$ cat config.mk
export PLATFORM = sky130hd
export DESIGN_NAME = ant_colony_mesh_route_select
export DESIGN_NICKNAME = d
export VERILOG_FILES = /design/src/hw/rtl/acmrs_pkg.sv /design/src/hw/rtl/acmrs_ctrl.sv /design/src/hw/rtl/acmrs_dp.sv /design/src/hw/rtl/ant_colony_mesh_route_select.sv
export SDC_FILE = /design/constraint.sdc
export NUM_CORES = 1
export LEC_CHECK = 0
export ABC_AREA = 0
export BUFFER_PORTS_ARGS = -buffer_cell sky130_fd_sc_hd__buf_2
export CORE_MARGIN = 3
export CORE_UTILIZATION = 50
export CTS_BUF_LIST = sky130_fd_sc_hd__clkbuf_4
export CTS_CLUSTER_SIZE = 10
export DETAILED_ROUTE_END_ITERATION = 16
export PLACE_DENSITY = 0.66
export SLEW_MARGIN = 40
export SYNTH_ARGS = -nofsm -noshare
export SYNTH_HDL_FRONTEND = slang
export SYNTH_SLANG_ARGS = --single-unit
export TNS_END_PERCENT = 30
$ cat constraint.sdc
create_clock -name i_clk -period 9.7 [get_ports i_clk]
set_clock_uncertainty 0.1 [all_clocks]
set_input_delay 0.97 -clock i_clk [delete_from_list [all_inputs] [get_ports i_clk]]
set_output_delay 0.97 -clock i_clk [all_outputs]
set_load 0.01 [all_outputs]
$ cat src/hw/rtl/acmrs_pkg.sv
// ----------------------------------------------------------------------------
// acmrs_pkg
// Shared types, codes and helper functions for the ant-colony route select.
// ----------------------------------------------------------------------------
package acmrs_pkg;

    // mesh size, nodes per side
    localparam int unsigned MESH_DIM = 8;

    // last coordinate on the mesh, with room for the largest mesh size
    localparam logic [8:0] EDGE_MAX = 9'(MESH_DIM - 1);

    // port codes
    typedef enum logic [1:0] {
        DIR_NORTH = 2'd0,
        DIR_EAST  = 2'd1,
        DIR_SOUTH = 2'd2,
        DIR_WEST  = 2'd3
    } t_dir;

    // configuration register indexes
    localparam logic [1:0] CFG_CURRENT_X   = 2'd0;
    localparam logic [1:0] CFG_CURRENT_Y   = 2'd1;
    localparam logic [1:0] CFG_TOWARD_GAIN = 2'd2;

    // reset values
    localparam logic [2:0] RST_COORD = 3'd4;
    localparam logic [3:0] RST_GAIN  = 4'd4;
    localparam logic [8:0] RST_PHER  = 9'd128;

    // controller states
    typedef enum logic [1:0] {
        ST_IDLE  = 2'd0,
        ST_WEIGH = 2'd1,
        ST_PICK  = 2'd2
    } t_state;

    // commands from controller to datapath
    typedef struct packed {
        logic load;   // item accepted: capture fields, update pheromone
        logic weigh;  // compute and register port weights
        logic pick;   // roulette pick into the output register
    } t_dp_cmd;

    // floor(v * 100 / 256) by shift and add, at most 199
    function automatic logic [7:0] level_factor(input logic [8:0] v);
        logic [15:0] prod;
        prod = {1'b0, v, 6'b0} + {2'b0, v, 5'b0} + {5'b0, v, 2'b0};
        return prod[15:8];
    endfunction

endpackage

$ cat src/hw/rtl/acmrs_ctrl.sv
// ----------------------------------------------------------------------------
// acmrs_ctrl
// Sequencer for one packet decision: accept, weigh, pick, and the output
// valid flag of the result register.
// ----------------------------------------------------------------------------
module acmrs_ctrl (
    input  logic               i_clk,
    input  logic               i_rst_n,
    input  logic               i_in_valid,
    output logic               o_in_stall,
    output logic               o_out_valid,
    input  logic               i_out_stall,
    output acmrs_pkg::t_dp_cmd o_cmd
);

    acmrs_pkg::t_state r_state, n_state;
    logic              r_out_valid, n_out_valid;
    logic              out_load;
    logic              in_ready;
    logic              in_acc;

    // state and output flag registers
    always_ff @(posedge i_clk) begin
        if (!i_rst_n) begin
            r_state     <= acmrs_pkg::ST_IDLE;
            r_out_valid <= 1'b0;
        end else begin
            r_state     <= n_state;
            r_out_valid <= n_out_valid;
        end
    end

    // next state and commands
    always_comb begin
        out_load = (r_state == acmrs_pkg::ST_PICK) && (!r_out_valid || !i_out_stall);
        in_ready = (r_state == acmrs_pkg::ST_IDLE) || out_load;
        in_acc   = i_in_valid && in_ready;
        n_state  = r_state;
        unique case (r_state)
            acmrs_pkg::ST_IDLE: begin
                if (in_acc) n_state = acmrs_pkg::ST_WEIGH;
            end
            acmrs_pkg::ST_WEIGH: begin
                n_state = acmrs_pkg::ST_PICK;
            end
            acmrs_pkg::ST_PICK: begin
                if (out_load) n_state = in_acc ? acmrs_pkg::ST_WEIGH : acmrs_pkg::ST_IDLE;
            end
            default: begin
                n_state = acmrs_pkg::ST_IDLE;
            end
        endcase

        // result stays until taken
        if (out_load)
            n_out_valid = 1'b1;
        else if (!i_out_stall)
            n_out_valid = 1'b0;
        else
            n_out_valid = r_out_valid;

        o_cmd.load  = in_acc;
        o_cmd.weigh = (r_state == acmrs_pkg::ST_WEIGH);
        o_cmd.pick  = out_load;
    end

    assign o_in_stall  = !in_ready;
    assign o_out_valid = r_out_valid;

`ifndef SYNTHESIS
    a_acc_to_weigh: assert property (@(posedge i_clk) disable iff (!i_rst_n)
        in_acc |=> r_state == acmrs_pkg::ST_WEIGH)
        else $error("accepted item did not start weighing");

    a_weigh_to_pick: assert property (@(posedge i_clk) disable iff (!i_rst_n)
        r_state == acmrs_pkg::ST_WEIGH |=> r_state == acmrs_pkg::ST_PICK)
        else $error("weigh step not followed by pick");

    a_pick_shows: assert property (@(posedge i_clk) disable iff (!i_rst_n)
        out_load |=> r_out_valid)
        else $error("picked result not presented");

    a_pick_waits: assert property (@(posedge i_clk) disable iff (!i_rst_n)
        (r_state == acmrs_pkg::ST_PICK && r_out_valid && i_out_stall)
        |=> (r_state == acmrs_pkg::ST_PICK && r_out_valid))
        else $error("pick did not wait for a full output register");
`endif

endmodule

$ cat src/hw/rtl/acmrs_dp.sv
// ----------------------------------------------------------------------------
// acmrs_dp
// Datapath: configuration, port pheromone, weight computation and
// roulette selection into the result register.
// ----------------------------------------------------------------------------
module acmrs_dp (
    input  logic               i_clk,
    input  logic               i_rst_n,
    input  acmrs_pkg::t_dp_cmd i_cmd,
    input  logic               i_cfg_valid,
    input  logic [1:0]         i_cfg_index,
    input  logic [3:0]         i_cfg_data,
    input  logic [1:0]         i_arrival_dir,
    input  logic [8:0]         i_pheromone,
    input  logic [2:0]         i_dest_x,
    input  logic [2:0]         i_dest_y,
    input  logic [15:0]        i_random_draw,
    output logic [1:0]         o_out_dir,
    output logic               o_route_found
);

    logic [2:0]  r_cur_x;
    logic [2:0]  r_cur_y;
    logic [3:0]  r_gain;
    logic [8:0]  r_ph [4];
    logic [1:0]  r_arr;
    logic [2:0]  r_dx;
    logic [2:0]  r_dy;
    logic [15:0] r_rnd;
    logic [11:0] r_w [4];
    logic [13:0] r_sum;
    logic [1:0]  r_dir;
    logic        r_found;

    logic [3:0]  fac [4];
    logic [11:0] w [4];
    logic [13:0] sum;
    logic [29:0] prod;
    logic [13:0] thr;
    logic [13:0] run [4];
    logic [1:0]  n_dir;

    // configuration registers
    always_ff @(posedge i_clk) begin
        if (!i_rst_n) begin
            r_cur_x <= acmrs_pkg::RST_COORD;
            r_cur_y <= acmrs_pkg::RST_COORD;
            r_gain  <= acmrs_pkg::RST_GAIN;
        end else if (i_cfg_valid) begin
            unique case (i_cfg_index)
                acmrs_pkg::CFG_CURRENT_X:   r_cur_x <= i_cfg_data[2:0];
                acmrs_pkg::CFG_CURRENT_Y:   r_cur_y <= i_cfg_data[2:0];
                acmrs_pkg::CFG_TOWARD_GAIN: r_gain  <= i_cfg_data;
                default: ;
            endcase
        end
    end

    // pheromone update of the arrival port on accept
    always_ff @(posedge i_clk) begin
        if (!i_rst_n) begin
            for (int i = 0; i < 4; i++) r_ph[i] <= acmrs_pkg::RST_PHER;
        end else if (i_cmd.load) begin
            for (int i = 0; i < 4; i++) begin
                if (i_arrival_dir == 2'(i)) begin
                    r_ph[i] <= 9'(({1'b0, r_ph[i]} + {1'b0, i_pheromone}) >> 1);
                end
            end
        end
    end

    // captured packet fields
    always_ff @(posedge i_clk) begin
        if (i_cmd.load) begin
            r_arr <= i_arrival_dir;
            r_dx  <= i_dest_x;
            r_dy  <= i_dest_y;
            r_rnd <= i_random_draw;
        end
    end

    // per-port factor: gain toward destination, zero for arrival and edges
    always_comb begin
        for (int i = 0; i < 4; i++) fac[i] = 4'd1;
        if (r_dx > r_cur_x)
            fac[acmrs_pkg::DIR_EAST] = r_gain;
        else if (r_dx < r_cur_x)
            fac[acmrs_pkg::DIR_WEST] = r_gain;
        if (r_dy > r_cur_y)
            fac[acmrs_pkg::DIR_SOUTH] = r_gain;
        else if (r_dy < r_cur_y)
            fac[acmrs_pkg::DIR_NORTH] = r_gain;
        fac[r_arr] = 4'd0;
        if (r_cur_x == 3'd0)
            fac[acmrs_pkg::DIR_WEST] = 4'd0;
        if ({6'b0, r_cur_x} >= acmrs_pkg::EDGE_MAX)
            fac[acmrs_pkg::DIR_EAST] = 4'd0;
        if (r_cur_y == 3'd0)
            fac[acmrs_pkg::DIR_NORTH] = 4'd0;
        if ({6'b0, r_cur_y} >= acmrs_pkg::EDGE_MAX)
            fac[acmrs_pkg::DIR_SOUTH] = 4'd0;
    end

    // weights and their sum
    always_comb begin
        sum = '0;
        for (int i = 0; i < 4; i++) begin
            w[i] = 12'(fac[i]) * 12'(acmrs_pkg::level_factor(r_ph[i]));
            sum  = sum + {2'b0, w[i]};
        end
    end

    always_ff @(posedge i_clk) begin
        if (i_cmd.weigh) begin
            r_w   <= w;
            r_sum <= sum;
        end
    end

    // roulette: first port whose running sum exceeds the threshold
    always_comb begin
        prod   = 30'(r_rnd) * 30'(r_sum);
        thr    = prod[29:16];
        run[0] = {2'b0, r_w[0]};
        for (int i = 1; i < 4; i++) run[i] = run[i-1] + {2'b0, r_w[i]};
        n_dir = acmrs_pkg::DIR_NORTH;
        for (int i = 3; i >= 0; i--) begin
            if (run[i] > thr) n_dir = 2'(i);
        end
    end

    // result register
    always_ff @(posedge i_clk) begin
        if (i_cmd.pick) begin
            r_dir   <= n_dir;
            r_found <= (r_sum != 14'd0);
        end
    end

    assign o_out_dir     = r_dir;
    assign o_route_found = r_found;

endmodule

$ cat src/hw/rtl/ant_colony_mesh_route_select.sv
// ----------------------------------------------------------------------------
// ant_colony_mesh_route_select
// Output-port choice of a 2D-mesh router weighted by per-port pheromone.
// ----------------------------------------------------------------------------
// an accepted item is weighed (factor times level) into registers, then
// picked (threshold multiply) into the output register; the pick waits
// while that register is full and stalled, and can take the next item
// reset: node at (4,4), gain 4, every port pheromone 128; no clearing pass
module ant_colony_mesh_route_select (
    input  logic        i_clk,
    input  logic        i_rst_n,
    // configuration write
    input  logic        i_cfg_valid,
    output logic        o_cfg_ready,
    input  logic [1:0]  i_cfg_index,
    input  logic [3:0]  i_cfg_data,
    // packet input
    input  logic        i_in_valid,
    output logic        o_in_stall,
    input  logic [1:0]  i_arrival_dir,
    input  logic [8:0]  i_pheromone,
    input  logic [2:0]  i_dest_x,
    input  logic [2:0]  i_dest_y,
    input  logic [15:0] i_random_draw,
    // route result
    output logic        o_out_valid,
    input  logic        i_out_stall,
    output logic [1:0]  o_out_dir,
    output logic        o_route_found
);

    acmrs_pkg::t_dp_cmd cmd;

    // configuration is always taken
    assign o_cfg_ready = 1'b1;

    acmrs_ctrl u_ctrl (
        .i_clk       (i_clk),
        .i_rst_n     (i_rst_n),
        .i_in_valid  (i_in_valid),
        .o_in_stall  (o_in_stall),
        .o_out_valid (o_out_valid),
        .i_out_stall (i_out_stall),
        .o_cmd       (cmd)
    );

    acmrs_dp u_dp (
        .i_clk         (i_clk),
        .i_rst_n       (i_rst_n),
        .i_cmd         (cmd),
        .i_cfg_valid   (i_cfg_valid),
        .i_cfg_index   (i_cfg_index),
        .i_cfg_data    (i_cfg_data),
        .i_arrival_dir (i_arrival_dir),
        .i_pheromone   (i_pheromone),
        .i_dest_x      (i_dest_x),
        .i_dest_y      (i_dest_y),
        .i_random_draw (i_random_draw),
        .o_out_dir     (o_out_dir),
        .o_route_found (o_route_found)
    );

endmodule

# Word-level counts from Yosys, hierarchy flattened
# Memories as Yosys holds them, arrays and structs flattened.
# Index checks and enable logic that the tools add are counted.
[totals] output_inout_bits=6 regBits=102 memories=1 ram_bits=36
[classes] n_eq_ne=10 order_cmp=12 n_addsub=18 n_reduce_logical=19 mux=42 bitwise=7 multipliers=5
[memory_table] memory="u_dp.r_ph" depth=4 width=9 rd=4 rd_ports_with_merged_regs=0 write_ports=4 line="acmrs_dp.sv:25" text="logic [8:0] r_ph [4];"
[ops] operator="adder 15 x 14 -> 16 bit" n=4
[ops] operator="adder 16 x 11 -> 16 bit" n=4
[ops] operator="adder 14 x 12 -> 14 bit" n=4
[ops] operator="multiplier 4 x 8 -> 12 bit" n=4
[ops] operator="2-to-1 mux 4 bit" n=11
[ops] operator="> comparator 14 bit" n=3
[ops] operator="adder 9 x 9 -> 10 bit" n=4
[ops] operator="2-to-1 mux 9 bit" n=4
[ops] operator="multiplier 16 x 14 -> 30 bit" n=1
[ops] operator="adder 12 x 12 -> 13 bit" n=2
[ops] operator="2-to-1 mux 1 bit" n=21
[ops] operator="AND 16 bit" n=1
[ops] operator="inverter 16 bit" n=1
[ops] operator="> comparator 12 x 14 -> 1 bit" n=1
[ops] operator="nonzero test 14 bit" n=1
[ops] operator=">= comparator 3 bit (second input constant)" n=3
[ops] operator="demux 4 bit (select 2 bit)" n=1
[ops] operator="equality test 2 bit (second input constant)" n=4
[ops] operator="2-to-1 mux 2 bit" n=4
[ops] operator="AND reduction 2 bit" n=4
[ops] operator="equality test 2 x 1 -> 1 bit (second input constant)" n=3
[ops] operator="> comparator 3 bit" n=2
[ops] operator="logical NOT 2 bit" n=3
[ops] operator="logical NOT 3 bit" n=2
[ops] operator="10 further kinds" n=21

# Logic depth before layout (Yosys ltp)
[depth] word_depth=12 mapped_depth=37

# By module
# Synthesis repeated with hierarchy kept, for this count alone.
[unflattened] cells_unflattened=2271 hier_area_um2=21550.7
[modules_own_cells] module="acmrs_dp" n_inst=1 seq_area_each_um2=3953.8 area_per_inst_um2=21379.3 cells_each=2252
[modules_own_cells] module="acmrs_ctrl" n_inst=1 seq_area_each_um2=60.1 area_per_inst_um2=160.2 cells_each=17
[modules_own_cells] module="ant_colony_mesh_route_select" n_inst=1 seq_area_each_um2=0.0 area_per_inst_um2=11.3 cells_each=2

# Worst setup path before layout
# No wires, ideal clock.
[synth_path] path_kind="register to register" start="register u_dp.r_rnd[5]" end="register u_dp.r_dir[0], in the netlist u_dp.o_out_dir[0] (data pin)" t_arrival_ns=7.511 stages_incl_launch_ff=31 setup_slack_ns=1.835 required_time_ns=9.346 n_path_buf=1 path_cell_list="edfxtp_1 clkbuf_1 and2_1 fa_1 inv_1 fa_1 inv_1 fa_1 inv_1 fa_1 fa_1 inv_1 fa_1 ha_1 or4_1 a221oi_2 o21ai_1 a311o_2 a21oi_1 o21bai_1 a21oi_1 xor2_1 ha_1 nand4_1 a21oi_1 a211oi_1 o21ai_0 a31oi_1 or4_1 mux2i_1 o21ba_1"
[synth_between] elab_chain_cells=5 elab_cells_between_ends=8 cone_classes="1 x mul; 4 x order compare; 3 x mux"
[synth_rtl] element="from (decl)" line="acmrs_dp.sv:29" text="logic [15:0] r_rnd;"
[synth_rtl] element="from (signal assigned)" line="acmrs_dp.sv:78" text="r_rnd <= i_random_draw;"
[synth_rtl] element="multiplier 16 x 14 -> 30 bit (*)" line="acmrs_dp.sv:122" text="prod = 30'(r_rnd) * 30'(r_sum);"
[synth_rtl] element="> comparator 14 bit" line="acmrs_dp.sv:128" text="if (run[i] > thr) n_dir = 2'(i);"
[synth_rtl] element="2-to-1 mux 2 bit (2 in series)" line="acmrs_dp.sv:128"
[synth_rtl] element="2-to-1 mux 1 bit" line="acmrs_dp.sv:128"
[synth_rtl] element="to (signal assigned)" line="acmrs_dp.sv:135" text="r_dir <= n_dir;"
[synth_rtl] element="to (decl)" line="acmrs_dp.sv:32" text="logic [1:0] r_dir;"
# Every way passes the cells marked *; elsewhere a longest branch is shown, timed or not.
# A chain may end at the register's enable or synchronous reset.

# Worst setup path in the final report
[layout_path] start="register u_dp.r_sum[4]" end="register u_dp.r_dir[1], in the netlist u_dp.o_out_dir[1] (data pin)"
[layout_between] elab_chain_cells=4 elab_cells_between_ends=8 cone_classes="1 x mul; 4 x order compare; 2 x mux; 1 x reduce/logical"
[layout_rtl] element="from (decl)" line="acmrs_dp.sv:31" text="logic [13:0] r_sum;"
[layout_rtl] element="from (signal assigned)" line="acmrs_dp.sv:116" text="r_sum <= sum;"
[layout_rtl] element="multiplier 16 x 14 -> 30 bit (*)" line="acmrs_dp.sv:122"
[layout_rtl] element="> comparator 14 bit" line="acmrs_dp.sv:128"
[layout_rtl] element="2-to-1 mux 2 bit (2 in series)" line="acmrs_dp.sv:128"
# Marks and branches as above.

==> summary.txt <==
Logic synthesis
  • Share of synthesized registers carrying an async set or reset: 0%
  • Sequential area share after synthesis: 17.9%
  • Area fraction of the dominant cell type after synthesis: 22.6%
  • Total nets after synthesis: 3081
  • Warning count from the yosys run: 0
  • Flop and latch count out of synthesis: 138
  • Mean area per synthesized cell: 9.23 um^2
  • Cell types occupying the most area after synthesis: sky130_fd_sc_hd__fa_1 23%, sky130_fd_sc_hd__ha_1 20%, sky130_fd_sc_hd__edfxtp_1 17%
  • Predominant post-synthesis flop cell: sky130_fd_sc_hd__edfxtp_1
  • Number of distinct library cells after synthesis: 69
  • Cell area after synthesis: 22400 um^2
  • Synthesized instance count: 2432
  • Post-synth EDFFs: 125
  • Cell type with the highest aggregate area in the netlist: sky130_fd_sc_hd__fa_1

Die
  • Die Y: 218 um
  • Cell row count: 76
  • Count of boundary I/O pins: 50
  • Die area: 47500 um^2
  • Initial standard-cell utilization of the core: 51.3%
  • Chip width: 218 um
  • Total core area: 43700 um^2

STA
  • Share of the cycle needed by the critical path after routing: 89.8%
  • Sum of negative setup slack: 0 ns
  • Max Clock Freq: 115 MHz
  • Max-slew violation count: 0
  • Hold Violations, Final: 0
  • Max-slew headroom at the worst pin: 48.0%
  • Worst-margin pin slew: 0.769 ns
  • Total of endpoints with negative setup slack in the final report: 0
  • Clock period minus worst slack: 8.71 ns
  • Unrepaired setup endpoints after global routing: false

Route
  • Routed wire length per instance: 17.5 um
  • First-iteration detailed-routing DRC count: 872
  • Via-per-instance ratio: 5.58
  • Detailed-route DRC error count: 0
  • Vias post-DR: 17.0k
  • Antenna Violating Nets Remaining: 0
  • Drt total wl: 53400 um
  • First-pass DRT Iterations: 5

Setup path
  • Most Frequent Cell on Critical Path: sky130_fd_sc_hd__fa_1
  • Sort of element at the end of the critical path: register
  • Worst setup path category: reg2reg
  • Critical path data required time: 10.06 ns
  • Register-to-register path setup slack: 0.99 ns
  • Critical Path Slowest Stage Cell: sky130_fd_sc_hd__edfxtp_1
  • CP Launch Type: register
  • Delay contributed by the slowest stage of the critical path: 0.65 ns
  • WP data arrival: 9.07 ns
  • CP Max Fanout: 17

Cells and area
  • Signed area change from the synthesized netlist to the final layout: 5.29%
  • Post-Layout Cell Count: 3055
  • Commonest cells after routing, fill and taps aside: 392 x sky130_fd_sc_hd__inv_1, 352 x sky130_fd_sc_hd__ha_1, 253 x sky130_fd_sc_hd__fa_1, 243 x sky130_fd_sc_hd__nand2_1, 132 x sky130_fd_sc_hd__nor2_1
  • Number of nets in the layout: 3103
  • Share of cells above drive strength 1: 5.15%
  • Commonest non-fill, non-tap cell in the layout: sky130_fd_sc_hd__inv_1

Clock network
  • Root Driver: sky130_fd_sc_hd__clkbuf_4
  • Post-CTS Setup Repair Bufs: 0
  • Clock latency of the later-clocked register in the worst-skew pair: 0.63 ns
  • Inserted Clock Buffers: 17
  • Maximum root-to-sink buffer count: 2
  • Hold-fix buffers, CTS: 0
  • # resized after CTS: 0
  • Clk pin slew, worst setup/hold paths: 0.15 ns
  • H-tree levels: 4
  • Number of clock sinks seen by CTS: 138
  • Clock tree from TritonCTS: done

GRT
  • Total GRT Usage: 23.7%
  • Pin count of the biggest net entering global routing: 63
  • Number of global-route vias before repair: 17.8k
  • First-pass GRT wire length: 89200 um
  • Antenna violations before repair: 2
  • Grt ovf: 0

Placed design
  • Routability-driven placement congestion ratio: 0.870
  • Detailed-placement wirelength estimate: 44600 um
  • Input/output buffers: 48
  • Placed cell count: 3020

Flow run
  • Max capacitance violation total: 0

Min path
  • Worst min-delay path category: in2reg

Run status
  • Status: completed
[sequential cells by signal, indices dropped and copies added, names as in the netlist, 3 cells and up]
name          flops
u_dp.r_dy         3
u_dp.r_sum       14
u_dp.r_dx         3
u_dp.r_gain       4
u_dp.r_cur_x      3
u_dp.r_rnd       16
u_dp.r_ph        36
u_dp.r_w         48
u_dp.r_cur_y      3
[worst paths after layout]
path | to | start | depth (start not counted)
worst min register to register | u_ctrl.o_out_valid$_SDFFE_PN0P_ | u_ctrl.o_out_valid$_SDFFE_PN0P_ | 2
worst min-delay path | u_dp.r_rnd[13]$_DFFE_PP_ | i_random_draw[13] | 1
worst max-delay path | u_dp.o_out_dir[1]$_SDFFCE_PP0P_ | u_dp.r_sum[4]$_DFFE_PN_ | 28
worst max register to register | u_dp.o_out_dir[1]$_SDFFCE_PP0P_ | u_dp.r_sum[4]$_DFFE_PN_ | 28
[worst max-delay path: cells and delay by family, from the launching register on]
| kind | cells | cell delay (ns) |
|---|---|---|
| buffers and inverters | 4 | 0.20 |
| AOI/OAI and AO/OA | 9 | 1.87 |
| adders and majority gates | 8 | 3.59 |
| muxes | 1 | 0.10 |
| and+or+nand+nor | 6 | 1.99 |
| DFF | 1 | 0.65 |
[layout make-up]
class	instances	area, um^2
diodes	3	7.51
flip-flops and latches	138	4010
clock buffers	17	128
clock inverters	15	213
multi-input cells	1851	16800
well taps	585	732
inverters	392	1470
repair buffers	54	285
fillers	4016	20100
[metal layers]
layer  global-route usage, %  vias up  routed length [um]
met5                       0        -                   0
met4                    10.4        0                2490
met3                    3.62      120                2420
met2                    40.9      428               25800
met1                    29.4     8308               22700
li1                        -     8179                   -
[Yosys cell counts, types with 6 or more instances]
library cell and count:
sky130_fd_sc_hd__dfxtp_1 13, sky130_fd_sc_hd__o21ai_0 71, sky130_fd_sc_hd__xnor2_1 90, sky130_fd_sc_hd__nor3b_1 14
sky130_fd_sc_hd__o311ai_0 9, sky130_fd_sc_hd__nor2_1 132, sky130_fd_sc_hd__nand2b_1 20, sky130_fd_sc_hd__and2_1 106
sky130_fd_sc_hd__o21a_1 15, sky130_fd_sc_hd__or3_1 12, sky130_fd_sc_hd__ha_1 352, sky130_fd_sc_hd__a21o_1 39
sky130_fd_sc_hd__or2_2 18, sky130_fd_sc_hd__fa_1 253, sky130_fd_sc_hd__a21boi_0 21, sky130_fd_sc_hd__edfxtp_1 125
sky130_fd_sc_hd__nor2b_1 38, sky130_fd_sc_hd__clkbuf_1 50, sky130_fd_sc_hd__xor2_1 25, sky130_fd_sc_hd__and3_1 12
sky130_fd_sc_hd__a21oi_1 103, sky130_fd_sc_hd__nor3_1 55, sky130_fd_sc_hd__nand4_1 19, sky130_fd_sc_hd__mux2i_1 11
sky130_fd_sc_hd__inv_1 392, sky130_fd_sc_hd__a31o_2 10, sky130_fd_sc_hd__a31oi_1 14, sky130_fd_sc_hd__o31a_1 12
sky130_fd_sc_hd__o31ai_1 6, sky130_fd_sc_hd__o211ai_1 10, sky130_fd_sc_hd__o21bai_1 27, sky130_fd_sc_hd__nand2_1 243
sky130_fd_sc_hd__o21ai_1 9, sky130_fd_sc_hd__a211oi_1 15, sky130_fd_sc_hd__nand3b_1 6, sky130_fd_sc_hd__nand3_1 27
[logic make-up after synthesis]
family / after synthesis / share of synthesized area, %
AND/OR/NAND/NOR: 721 / 15.7
adder cells (fa/ha/maj): 605 / 42.2
buffers and inverters: 443 / 7.43
AO/OA/AOI/OAI: 398 / 11.8
flip-flops: 138 / 17.9
XOR/XNOR: 115 / 4.49
multiplexers: 11 / 0.491
other: 1 / 0.0167
[stage by stage]
step | instance area [um^2] | util [%] | setup slack (ns) | hold slack [ns]
after floorplan | 22400 | - | 1.83 | 0.406
after global placement | 23300 | 53.2 | 1.20 | 0.383
after detailed placement | 23300 | 53.2 | 0.959 | 0.407
after CTS | 23600 | 54.0 | 0.945 | 0.324
after global routing | 23600 | 54.0 | 0.525 | 0.322
final | 23600 | 54.0 | 0.992 | 0.391
Power is left out: the tool's default activity adds up to more than one toggle a clock period on the data nets, which glitch-free logic cannot reach.
